--- src/hw/rtl/fptxt_pkg.sv ---
// Shared types, constants and helper functions for the float-to-decimal-text block.
// No dependencies; every other file of the block imports this package.
package fptxt_pkg;

  localparam int unsigned DIGIT_SLOTS_DEF = 44;
  localparam int unsigned LEN_W           = 6;
  localparam int unsigned ND_W            = 7;

  localparam logic [7:0] CH_MINUS = 8'h2D;
  localparam logic [7:0] CH_DOT   = 8'h2E;
  localparam logic [7:0] CH_ZERO  = 8'h30;
  localparam logic [7:0] EXP_BIAS_M1 = 8'd126;
  localparam logic [7:0] EXP_BIAS    = 8'd127;
  localparam logic [7:0] EXP_MAX     = 8'hFF;

  typedef struct packed {
    logic [31:0] float_bits;
    logic [7:0]  capacity;
  } in_t;

  typedef struct packed {
    logic [7:0]       char_out;
    logic             written;
    logic             is_last;
    logic [LEN_W-1:0] full_length;
  } out_t;

  typedef enum logic [2:0] {
    CK_MINUS  = 3'd0,
    CK_DIGIT  = 3'd1,
    CK_LETTER = 3'd2,
    CK_DOT    = 3'd3,
    CK_ZERO   = 3'd4,
    CK_TERM   = 3'd5
  } char_kind_e;

  typedef struct packed {
    logic             load;
    logic             step;
    logic             shift_up;
    logic             emit;
    char_kind_e       kind;
    logic [1:0]       letter_idx;
    logic [LEN_W-1:0] len;
  } cmd_t;

  typedef struct packed {
    logic            neg_eff;
    logic            word;
    logic [7:0]      steps;
    logic [7:0]      cap;
    logic [ND_W-1:0] nd;
    logic            top_sig;
    logic            out_free;
  } status_t;

  // Letters of the special words: "nan" for NaN, "inf" for infinity.
  function automatic logic [7:0] word_char(input logic is_nan, input logic [1:0] idx);
    logic [7:0] c;
    c = 8'h00;
    if (is_nan) begin
      case (idx)
        2'd0:    c = 8'h6E;
        2'd1:    c = 8'h61;
        2'd2:    c = 8'h6E;
        default: c = 8'h00;
      endcase
    end else begin
      case (idx)
        2'd0:    c = 8'h69;
        2'd1:    c = 8'h6E;
        2'd2:    c = 8'h66;
        default: c = 8'h00;
      endcase
    end
    return c;
  endfunction

endpackage

--- src/hw/rtl/fptxt_dpath.sv ---
// Datapath: input capture, BCD digit register with double-dabble steps, output word register.
// Depends on fptxt_pkg.
module fptxt_dpath import fptxt_pkg::*; #(
  parameter int unsigned DIGIT_SLOTS = DIGIT_SLOTS_DEF
) (
  input  logic    clk_i,
  input  logic    rst_ni,
  input  in_t     in_data_i,
  input  cmd_t    cmd_i,
  output status_t status_o,
  input  logic    out_ready_i,
  output logic    out_valid_o,
  output out_t    out_data_o
);

  localparam int unsigned NDW = $clog2(DIGIT_SLOTS + 1);

  logic [3:0]       dig_q [DIGIT_SLOTS];
  logic [3:0]       dig_d [DIGIT_SLOTS];
  logic [3:0]       adj   [DIGIT_SLOTS];
  logic [DIGIT_SLOTS-1:0] sig_q, sig_d;
  logic [NDW-1:0]   nd_q, nd_d;
  logic [23:0]      mant_q, mant_d;
  logic             neg_eff_q, word_q, nan_q;
  logic [7:0]       steps_q, cap_q;
  logic             out_valid_q, out_valid_d;
  out_t             out_q, out_d;

  logic [7:0]  in_exp;
  logic [22:0] in_frac;
  logic        in_max, in_nan;

  assign in_exp  = in_data_i.float_bits[30:23];
  assign in_frac = in_data_i.float_bits[22:0];
  assign in_max  = (in_exp == EXP_MAX);
  assign in_nan  = in_max && (in_frac != 23'd0);

  // Double-dabble: digits of five or more get three added before the shift.
  always_comb begin
    for (int k = 0; k < DIGIT_SLOTS; k++) begin
      adj[k] = (dig_q[k] >= 4'd5) ? dig_q[k] + 4'd3 : dig_q[k];
    end
  end

  always_comb begin
    dig_d  = dig_q;
    sig_d  = sig_q;
    nd_d   = nd_q;
    mant_d = mant_q;
    if (cmd_i.load) begin
      for (int k = 0; k < DIGIT_SLOTS; k++) begin
        dig_d[k] = 4'd0;
      end
      sig_d  = {{(DIGIT_SLOTS-1){1'b0}}, 1'b1};
      nd_d   = NDW'(1);
      mant_d = {1'b1, in_frac};
    end else if (cmd_i.step) begin
      dig_d[0] = {adj[0][2:0], mant_q[23]};
      for (int k = 1; k < DIGIT_SLOTS; k++) begin
        dig_d[k] = {adj[k][2:0], adj[k-1][3]};
        sig_d[k] = sig_q[k] | (sig_q[k-1] & adj[k-1][3]);
      end
      nd_d   = nd_q + NDW'(|(sig_d & ~sig_q));
      mant_d = {mant_q[22:0], 1'b0};
    end else if (cmd_i.shift_up) begin
      dig_d[0] = 4'd0;
      for (int k = 1; k < DIGIT_SLOTS; k++) begin
        dig_d[k] = dig_q[k-1];
      end
      sig_d = {sig_q[DIGIT_SLOTS-2:0], 1'b0};
    end
  end

  always_ff @(posedge clk_i) begin
    dig_q  <= dig_d;
    sig_q  <= sig_d;
    nd_q   <= nd_d;
    mant_q <= mant_d;
    if (cmd_i.load) begin
      neg_eff_q <= in_data_i.float_bits[31] && !in_nan;
      word_q    <= in_max;
      nan_q     <= in_nan;
      steps_q   <= (!in_max && (in_exp >= EXP_BIAS)) ? in_exp - EXP_BIAS_M1 : 8'd0;
      cap_q     <= in_data_i.capacity;
    end
  end

  // Output word register.
  always_comb begin
    out_d       = out_q;
    out_valid_d = out_valid_q && !out_ready_i;
    if (cmd_i.emit) begin
      out_valid_d       = 1'b1;
      out_d.written     = 1'b1;
      out_d.is_last     = 1'b0;
      out_d.full_length = '0;
      case (cmd_i.kind)
        CK_MINUS:  out_d.char_out = CH_MINUS;
        CK_DIGIT:  out_d.char_out = CH_ZERO + {4'd0, dig_q[DIGIT_SLOTS-1]};
        CK_LETTER: out_d.char_out = word_char(nan_q, cmd_i.letter_idx);
        CK_DOT:    out_d.char_out = CH_DOT;
        CK_ZERO:   out_d.char_out = CH_ZERO;
        CK_TERM: begin
          out_d.char_out    = 8'h00;
          out_d.written     = (cap_q != 8'd0);
          out_d.is_last     = 1'b1;
          out_d.full_length = cmd_i.len;
        end
        default:   out_d.char_out = 8'h00;
      endcase
    end
  end

  always_ff @(posedge clk_i or negedge rst_ni) begin
    if (!rst_ni) begin
      out_valid_q <= 1'b0;
    end else begin
      out_valid_q <= out_valid_d;
    end
  end

  always_ff @(posedge clk_i) begin
    out_q <= out_d;
  end

  assign out_valid_o = out_valid_q;
  assign out_data_o  = out_q;

  assign status_o.neg_eff  = neg_eff_q;
  assign status_o.word     = word_q;
  assign status_o.steps    = steps_q;
  assign status_o.cap      = cap_q;
  assign status_o.nd       = ND_W'(nd_q);
  assign status_o.top_sig  = sig_q[DIGIT_SLOTS-1];
  assign status_o.out_free = !out_valid_q || out_ready_i;

endmodule

--- src/hw/rtl/fptxt_ctrl.sv ---
// Controller: sequences load, conversion, alignment and character emission.
// Depends on fptxt_pkg; drives the datapath through cmd_t and reads status_t.
module fptxt_ctrl import fptxt_pkg::*; (
  input  logic    clk_i,
  input  logic    rst_ni,
  input  logic    in_valid_i,
  output logic    in_ready_o,
  input  status_t status_i,
  output cmd_t    cmd_o
);

  typedef enum logic [8:0] {
    S_IDLE  = 9'b000000001,
    S_PREP  = 9'b000000010,
    S_CONV  = 9'b000000100,
    S_ALIGN = 9'b000001000,
    S_SIGN  = 9'b000010000,
    S_BODY  = 9'b000100000,
    S_DOT   = 9'b001000000,
    S_ZERO  = 9'b010000000,
    S_TERM  = 9'b100000000
  } state_e;

  state_e           state_q, state_d;
  logic [7:0]       cnt_q, cnt_d;
  logic [LEN_W-1:0] emitted_q, emitted_d;
  logic [LEN_W-1:0] len_q, len_d;
  logic [7:0]       room;
  logic             can_emit;
  cmd_t             cmd;

  assign room     = (status_i.cap == 8'd0) ? 8'd0 : status_i.cap - 8'd1;
  assign can_emit = ({2'b00, emitted_q} < room);

  always_comb begin
    state_d   = state_q;
    cnt_d     = cnt_q;
    emitted_d = emitted_q;
    len_d     = len_q;
    cmd       = '0;
    cmd.kind  = CK_TERM;
    cmd.len   = len_q;
    case (state_q)
      S_IDLE: begin
        if (in_valid_i) begin
          cmd.load  = 1'b1;
          emitted_d = '0;
          state_d   = S_PREP;
        end
      end
      S_PREP: begin
        cnt_d   = status_i.steps;
        state_d = S_CONV;
      end
      S_CONV: begin
        if (cnt_q != 8'd0) begin
          cmd.step = 1'b1;
          cnt_d    = cnt_q - 8'd1;
        end else begin
          len_d   = LEN_W'(status_i.neg_eff) +
                    (status_i.word ? LEN_W'(3) : LEN_W'(status_i.nd) + LEN_W'(2));
          cnt_d   = status_i.word ? 8'd3 : 8'(status_i.nd);
          state_d = status_i.word ? S_SIGN : S_ALIGN;
        end
      end
      S_ALIGN: begin
        if (status_i.top_sig) begin
          state_d = S_SIGN;
        end else begin
          cmd.shift_up = 1'b1;
        end
      end
      S_SIGN: begin
        if (!status_i.neg_eff) begin
          state_d = S_BODY;
        end else if (!can_emit) begin
          state_d = S_TERM;
        end else if (status_i.out_free) begin
          cmd.emit  = 1'b1;
          cmd.kind  = CK_MINUS;
          emitted_d = emitted_q + LEN_W'(1);
          state_d   = S_BODY;
        end
      end
      S_BODY: begin
        if (cnt_q == 8'd0) begin
          state_d = status_i.word ? S_TERM : S_DOT;
        end else if (!can_emit) begin
          state_d = S_TERM;
        end else if (status_i.out_free) begin
          cmd.emit       = 1'b1;
          cmd.kind       = status_i.word ? CK_LETTER : CK_DIGIT;
          cmd.letter_idx = 2'(8'd3 - cnt_q);
          cmd.shift_up   = !status_i.word;
          cnt_d          = cnt_q - 8'd1;
          emitted_d      = emitted_q + LEN_W'(1);
        end
      end
      S_DOT: begin
        if (!can_emit) begin
          state_d = S_TERM;
        end else if (status_i.out_free) begin
          cmd.emit  = 1'b1;
          cmd.kind  = CK_DOT;
          emitted_d = emitted_q + LEN_W'(1);
          state_d   = S_ZERO;
        end
      end
      S_ZERO: begin
        if (!can_emit) begin
          state_d = S_TERM;
        end else if (status_i.out_free) begin
          cmd.emit  = 1'b1;
          cmd.kind  = CK_ZERO;
          emitted_d = emitted_q + LEN_W'(1);
          state_d   = S_TERM;
        end
      end
      S_TERM: begin
        if (status_i.out_free) begin
          cmd.emit = 1'b1;
          cmd.kind = CK_TERM;
          state_d  = S_IDLE;
        end
      end
      default: begin
        state_d = S_IDLE;
      end
    endcase
  end

  always_ff @(posedge clk_i or negedge rst_ni) begin
    if (!rst_ni) begin
      state_q <= S_IDLE;
    end else begin
      state_q <= state_d;
    end
  end

  always_ff @(posedge clk_i) begin
    cnt_q     <= cnt_d;
    emitted_q <= emitted_d;
    len_q     <= len_d;
  end

  assign in_ready_o = (state_q == S_IDLE);
  assign cmd_o      = cmd;

  // A character is only issued while the buffer still has room for it.
  a_room: assert property (@(posedge clk_i) disable iff (!rst_ni)
    (cmd.emit && (cmd.kind != CK_TERM)) |-> can_emit)
    else $error("character issued beyond buffer room");

  // The datapath output register must be free whenever a word is issued.
  a_free: assert property (@(posedge clk_i) disable iff (!rst_ni)
    cmd.emit |-> status_i.out_free)
    else $error("word issued into a busy output register");

  // While digits remain, the most significant one sits in the top slot.
  a_align: assert property (@(posedge clk_i) disable iff (!rst_ni)
    ((state_q == S_BODY) && !status_i.word && (cnt_q != 8'd0)) |-> status_i.top_sig)
    else $error("digit register lost alignment");

  // Truncation never emits more characters than the full text holds.
  a_len: assert property (@(posedge clk_i) disable iff (!rst_ni)
    (state_q == S_TERM) |-> (emitted_q <= len_q))
    else $error("emitted count exceeds text length");

endmodule

--- src/hw/rtl/float_integer_part_to_decimal_text.sv ---
// Conversion: a finite value with |x| >= 1 and unbiased exponent e takes e+1 conversion steps
// (up to 128); smaller values, inf and nan take none. A short buffer ends the text early.
// Throughput: one value at a time; a new value is accepted after the previous terminator is issued.
// Reset: rst_ni clears the controller state and the output valid flag asynchronously.
//
// The block prints the truncated integer part of an IEEE single as decimal text, one character
// per output word, followed by a terminator word that carries the untruncated text length.
// The integer part (mantissa shifted by the exponent, up to 128 bits) is converted exactly by
// double-dabble: the 24 mantissa bits are shifted MSB first into a BCD digit register, followed
// by zeros, one bit per cycle, for e+1 steps in total. The conversion loop over the shift count
// sets the cycle count of large values. A significance mask next to the digits tracks the digit
// count without scanning the register. After conversion the digits are shifted up until the
// most significant one sits in the top slot, and the text is then read from that slot while the
// register keeps shifting. Characters that do not fit the buffer (capacity minus one) are not
// sent; the terminator is always sent. The output register lets the last word of a value wait
// for the consumer while the controller moves on.
module float_integer_part_to_decimal_text import fptxt_pkg::*; #(
  parameter int unsigned DIGIT_SLOTS = DIGIT_SLOTS_DEF
) (
  input  logic clk_i,
  input  logic rst_ni,
  input  logic in_valid_i,
  output logic in_ready_o,
  input  in_t  in_data_i,
  output logic out_valid_o,
  input  logic out_ready_i,
  output out_t out_data_o
);

  cmd_t    cmd;
  status_t status;

  // Sequencer for the conversion and the character stream.
  fptxt_ctrl u_ctrl (
    .clk_i      (clk_i),
    .rst_ni     (rst_ni),
    .in_valid_i (in_valid_i),
    .in_ready_o (in_ready_o),
    .status_i   (status),
    .cmd_o      (cmd)
  );

  // Digit register, captured input fields and the output word register.
  fptxt_dpath #(
    .DIGIT_SLOTS (DIGIT_SLOTS)
  ) u_dpath (
    .clk_i       (clk_i),
    .rst_ni      (rst_ni),
    .in_data_i   (in_data_i),
    .cmd_i       (cmd),
    .status_o    (status),
    .out_ready_i (out_ready_i),
    .out_valid_o (out_valid_o),
    .out_data_o  (out_data_o)
  );

endmodule
--- config.mk ---
export PLATFORM = sky130hd
export DESIGN_NAME = float_integer_part_to_decimal_text
export DESIGN_NICKNAME = d
export VERILOG_FILES = /design/src/hw/rtl/fptxt_pkg.sv /design/src/hw/rtl/fptxt_dpath.sv /design/src/hw/rtl/fptxt_ctrl.sv /design/src/hw/rtl/float_integer_part_to_decimal_text.sv
export SDC_FILE = /design/constraint.sdc
export NUM_CORES = 1
export LEC_CHECK = 0
export ABC_AREA = 1
export BUFFER_PORTS_ARGS = -buffer_cell sky130_fd_sc_hd__buf_2
export CAP_MARGIN = 10
export CORE_MARGIN = 4
export CORE_UTILIZATION = 45
export DETAILED_ROUTE_END_ITERATION = 6
export SETUP_SLACK_MARGIN = 0.2
export SLEW_MARGIN = 0
export SYNTH_ARGS = -nofsm -noshare
export SYNTH_HDL_FRONTEND = slang
export SYNTH_HIERARCHICAL = 1
export SYNTH_SLANG_ARGS = --single-unit
--- constraint.sdc ---
create_clock -name clk_i -period 3.6 [get_ports clk_i]
set_input_delay 0.9 -clock clk_i [delete_from_list [all_inputs] [get_ports clk_i]]
set_output_delay 0.9 -clock clk_i [all_outputs]
set_load 0.02 [all_outputs]
==> impl_metrics.ini <==
[placed_design]
gp_congestion = 0.8589
pre_cts_ws_ns = 0.1342
io_buffers = 60
placed_cell_area_mm2 = 0.01989
place_inst = 3289
dpl.hpwl_mm = 30.47

[die]
core_area_mm2 = 0.04195
dieArea_mm2 = 0.04577
fp.dieW_um = 214.0
initial_core_util_pct = 45.50
row_count = 75
die-height_um = 214.0
num_io_pins = 62

[global_route]
busiest_layer = met2
overflow = 0
grtUsageMet2_pct = 34.25
antenna_found_initial = 0
grt_pass1_wl_mm = 79.83
grtUsageMet1_pct = 26.13
grt_use_met3_pct = 2.567
grt_max_degree = 239
grt_usage_pct = 19.87
grt_pass1_vias = 16990

[critical_path]
r2r_slack_ns = 0.35
rr_endpoint = u_dpath/dig_q[44]
timing.rr.start = u_dpath/cap_q[0]
critPathCaptureType = register
startpoint_type = register
crit_arrival_ns = 3.64
critical_path_buf_inv_count = 5
critical-path-top-delay-family = simple AND/OR/NAND/NOR gates
cp_max_fo = 29
crit_chain = buf_4 > nor2_1 > a31o_2 > nand3_1 > ha_1 > a21oi_1 > nand3b_1 > nand3_4 > inv_2 > nand2_2 > o21ai_2 > buf_4 > nand2_8 > clkinv_16 > clkbuf_16 > a221oi_1 > nor2_1
worstPathRequired_ns = 3.99
slowest_delay_ns = 0.41
crit_type = reg -> reg
r2r.worst_path.cells = 17
crit_slowest_cell = edfxtp_1

[cells_and_area]
final_area_mm2 = 0.02136
layout-drive-gt1-share_pct = 7.418
postLayoutCoreUtil_pct = 50.92
instances_no_fill = 3370
area.growth.synth_to_final_pct = 11.90
final_nets = 2953
antennaDiodeCount = 0

[status]
status = finished with violations
violations = max-slew violations

[drt]
dr.pass1.iters = 5
viasPerCell = 5.329
remaining_drc_errors = 0
antenna_left = 0
drtIter0Drc = 1005
vias = 17960
wl_per_cell_um = 14.19
wl_mm = 47.83

[sta]
setup_viol = 0
rsz0062_at_grt = true
clock_skew_ns = 0.01950
tightest_slew_ns = 1.576
fin_ws_ns = 0.3503
post-route-period-util_pct = 90.27
slew_headroom_pct = -5.063
max_freq_ghz = 0.3077
fin_tns_setup_ns = 0
finalCriticalPeriod_ns = 3.250
finalMaxSlewViolations = 69
hold_violations = 0

[clocking]
cts_buffers = 39
clk_latency_ns = 0.56
cts-root-buf = clkbuf_16
htreeDepth = 2
clk_pin_slew_ns = 0.06
clock_sinks = 314
cts_buffer_depth = 3
cts-hold-fix-buffers = 0
cts_tree = built

[synth]
synth_ff_type = dfxtp_1
ys_warn_count = 6
synth_edf_count = 77
synth.distinct_cells = 54
ys_seq_elements = 314
avgSynthCellArea_um2 = 6.896
synthCells = 2768
seq_area_frac_synth_pct = 37.24
netlist_area_mm2 = 0.01909
async_reset_ff_share_pct = 3.185

[job]
maxCapViolations = 0

[power_and_ir_drop]
irDropWorstVdd_v = 0.0003935
p_per_area_mw_per_mm2 = 503.9
leakage_nw = 9.143

[min_path]
hold_path_class = in -> async
## metrics by stage
stage	hold WS (ns)	power, mW
floorplan	0.4287	6.120
global placement	0.4465	6.883
detailed placement	0.4491	6.905
CTS	0.1676	10.85
global route	0.2010	11.36
finish	0.1991	10.76
## worst max-delay path by stage
| stage | start | to | slack, ns | cells past startpoint |
|---|---|---|---|---|
| 2_1_floorplan | u_ctrl/state_q[6] | u_dpath/mant_q[0] | 0.21 | 10 |
| 3_3_place_gp | u_dpath/cap_q[0] | u_dpath/sig_q[12] | 0.24 | 22 |
| 3_5_place_dp | u_dpath/cap_q[0] | u_dpath/dig_q[156] | 0.13 | 17 |
| 4_1_cts | u_dpath/cap_q[3] | u_dpath/sig_q[22] | 0.17 | 19 |
| 5_1_grt | u_dpath/cap_q[1] | u_dpath/out_data_o[8] | 0.15 | 17 |
| 6_report | u_dpath/cap_q[0] | u_dpath/dig_q[44] | 0.35 | 17 |
## state kept, by name, summed over array words and instances (netlist names)
| signal | flops |
|---|---|
| u_dpath/steps_q | 8 |
| u_dpath/nd_q | 6 |
| u_dpath/out_data_o | 15 |
| u_dpath/cap_q | 8 |
| u_dpath/nan_q | 1 |
| u_ctrl/state_q | 9 |
| u_dpath/sig_q | 44 |
| u_ctrl/len_q | 6 |
| u_dpath/out_valid_o | 1 |
| u_dpath/dig_q | 176 |
| u_dpath/neg_eff_q | 1 |
| u_ctrl/emitted_q | 6 |
| u_dpath/mant_q | 24 |
| u_ctrl/cnt_q | 8 |
| u_dpath/word_q | 1 |
## synth_stat cells (8+ instances only)
master,count,area share [%]
buf_4,20,0.79
a21oi_1,152,4.0
a31oi_1,172,5.6
nor3_1,10,0.26
nand3_1,169,4.4
nand2_1,794,16
inv_2,8,0.16
nand4_1,25,0.82
ha_1,109,7.1
o211ai_1,12,0.47
o21ai_0,205,5.4
clkbuf_1,51,1.0
edfxtp_1,77,12
buf_2,25,0.66
dfxtp_1,227,24
dfrtp_1,9,1.2
nand3b_1,8,0.31
inv_1,368,7.2
nor2_1,221,4.3
o22ai_1,13,0.43
## per-layer routing
| metal | vias to the layer above | wire length, um |
|---|---|---|
| met1 | 8334 | 22560 |
| met4 | 0 | 1157 |
| met2 | 345 | 22180 |
| met5 | - | 0 |
| met3 | 82 | 1937 |
| li1 | 9197 | - |
## power breakdown
part	internal, mW	switching (mW)
sequential	4.07	0.197
clock	2.30	1.57
combinational	0.749	1.87
## cells by family after synthesis
| family | after synthesis | share of synthesized area [%] |
|---|---|---|
| AOI/OAI and AO/OA | 576 | 16.76 |
| xor gates and xnor gates | 10 | 0.4588 |
| adders and majority gates | 109 | 7.145 |
| buffers and inverters | 480 | 10.01 |
| DFF | 314 | 37.24 |
| other | 1 | 0.01965 |
| and+or+nand+nor | 1278 | 28.36 |
## area by class of cell
type | instances | area [um^2]
flip-flops and latches | 314 | 7108
well taps | 539 | 674.4
clock buffers | 54 | 1105
multi-input cells | 1975 | 10120
repair buffers | 91 | 748.2
fillers | 4124 | 20590
clock inverters | 18 | 150.1
inverters | 379 | 1451
## cell usage in the layout, fill, tap and decap left out, types with 4 or more instances in the layout
cell,synthesis,layout
dfrtp_1,9,9
buf_4,20,15
a21o_1,4,4
nand3b_1,8,8
nor2_1,221,219
xnor2_1,4,4
ha_1,109,108
o21ai_0,205,204
edfxtp_1,77,77
nor3b_1,4,4
inv_2,8,9
nand4_1,25,25
nor3_1,10,9
buf_12,0,7
clkbuf_1,51,10
o21ai_1,5,5
nand2_2,5,6
clkbuf_16,0,44
buf_2,25,60
nand3_1,169,169
xor2_1,6,6
nor2_2,5,6
dfxtp_1,227,227
o211ai_1,12,12
nor2_4,7,8
o22ai_1,13,13
a21oi_1,152,152
inv_1,368,367
nand2_1,794,793
nor4_1,7,7
a31oi_1,172,172
clkinv_2,2,11
or2_2,6,6
## worst register-to-register path, cell delays in order, from the launching register on
cell and delay, ns:
edfxtp_1 0.41, buf_4 0.16, nor2_1 0.14, a31o_2 0.19
nand3_1 0.08, ha_1 0.30, a21oi_1 0.06, nand3b_1 0.25
nand3_4 0.20, inv_2 0.08, nand2_2 0.10, o21ai_2 0.07
buf_4 0.16, nand2_8 0.18, clkinv_16 0.14, clkbuf_16 0.24
a221oi_1 0.28, nor2_1 0.06
## timing repair
action,4_1_cts,5_1_grt
setup buffers,0,6
pin swaps,0,2
cloned,0,3
gates resized for setup,3,18
setup endpoints to repair,148,228
(Power assumes the default switching activity.)
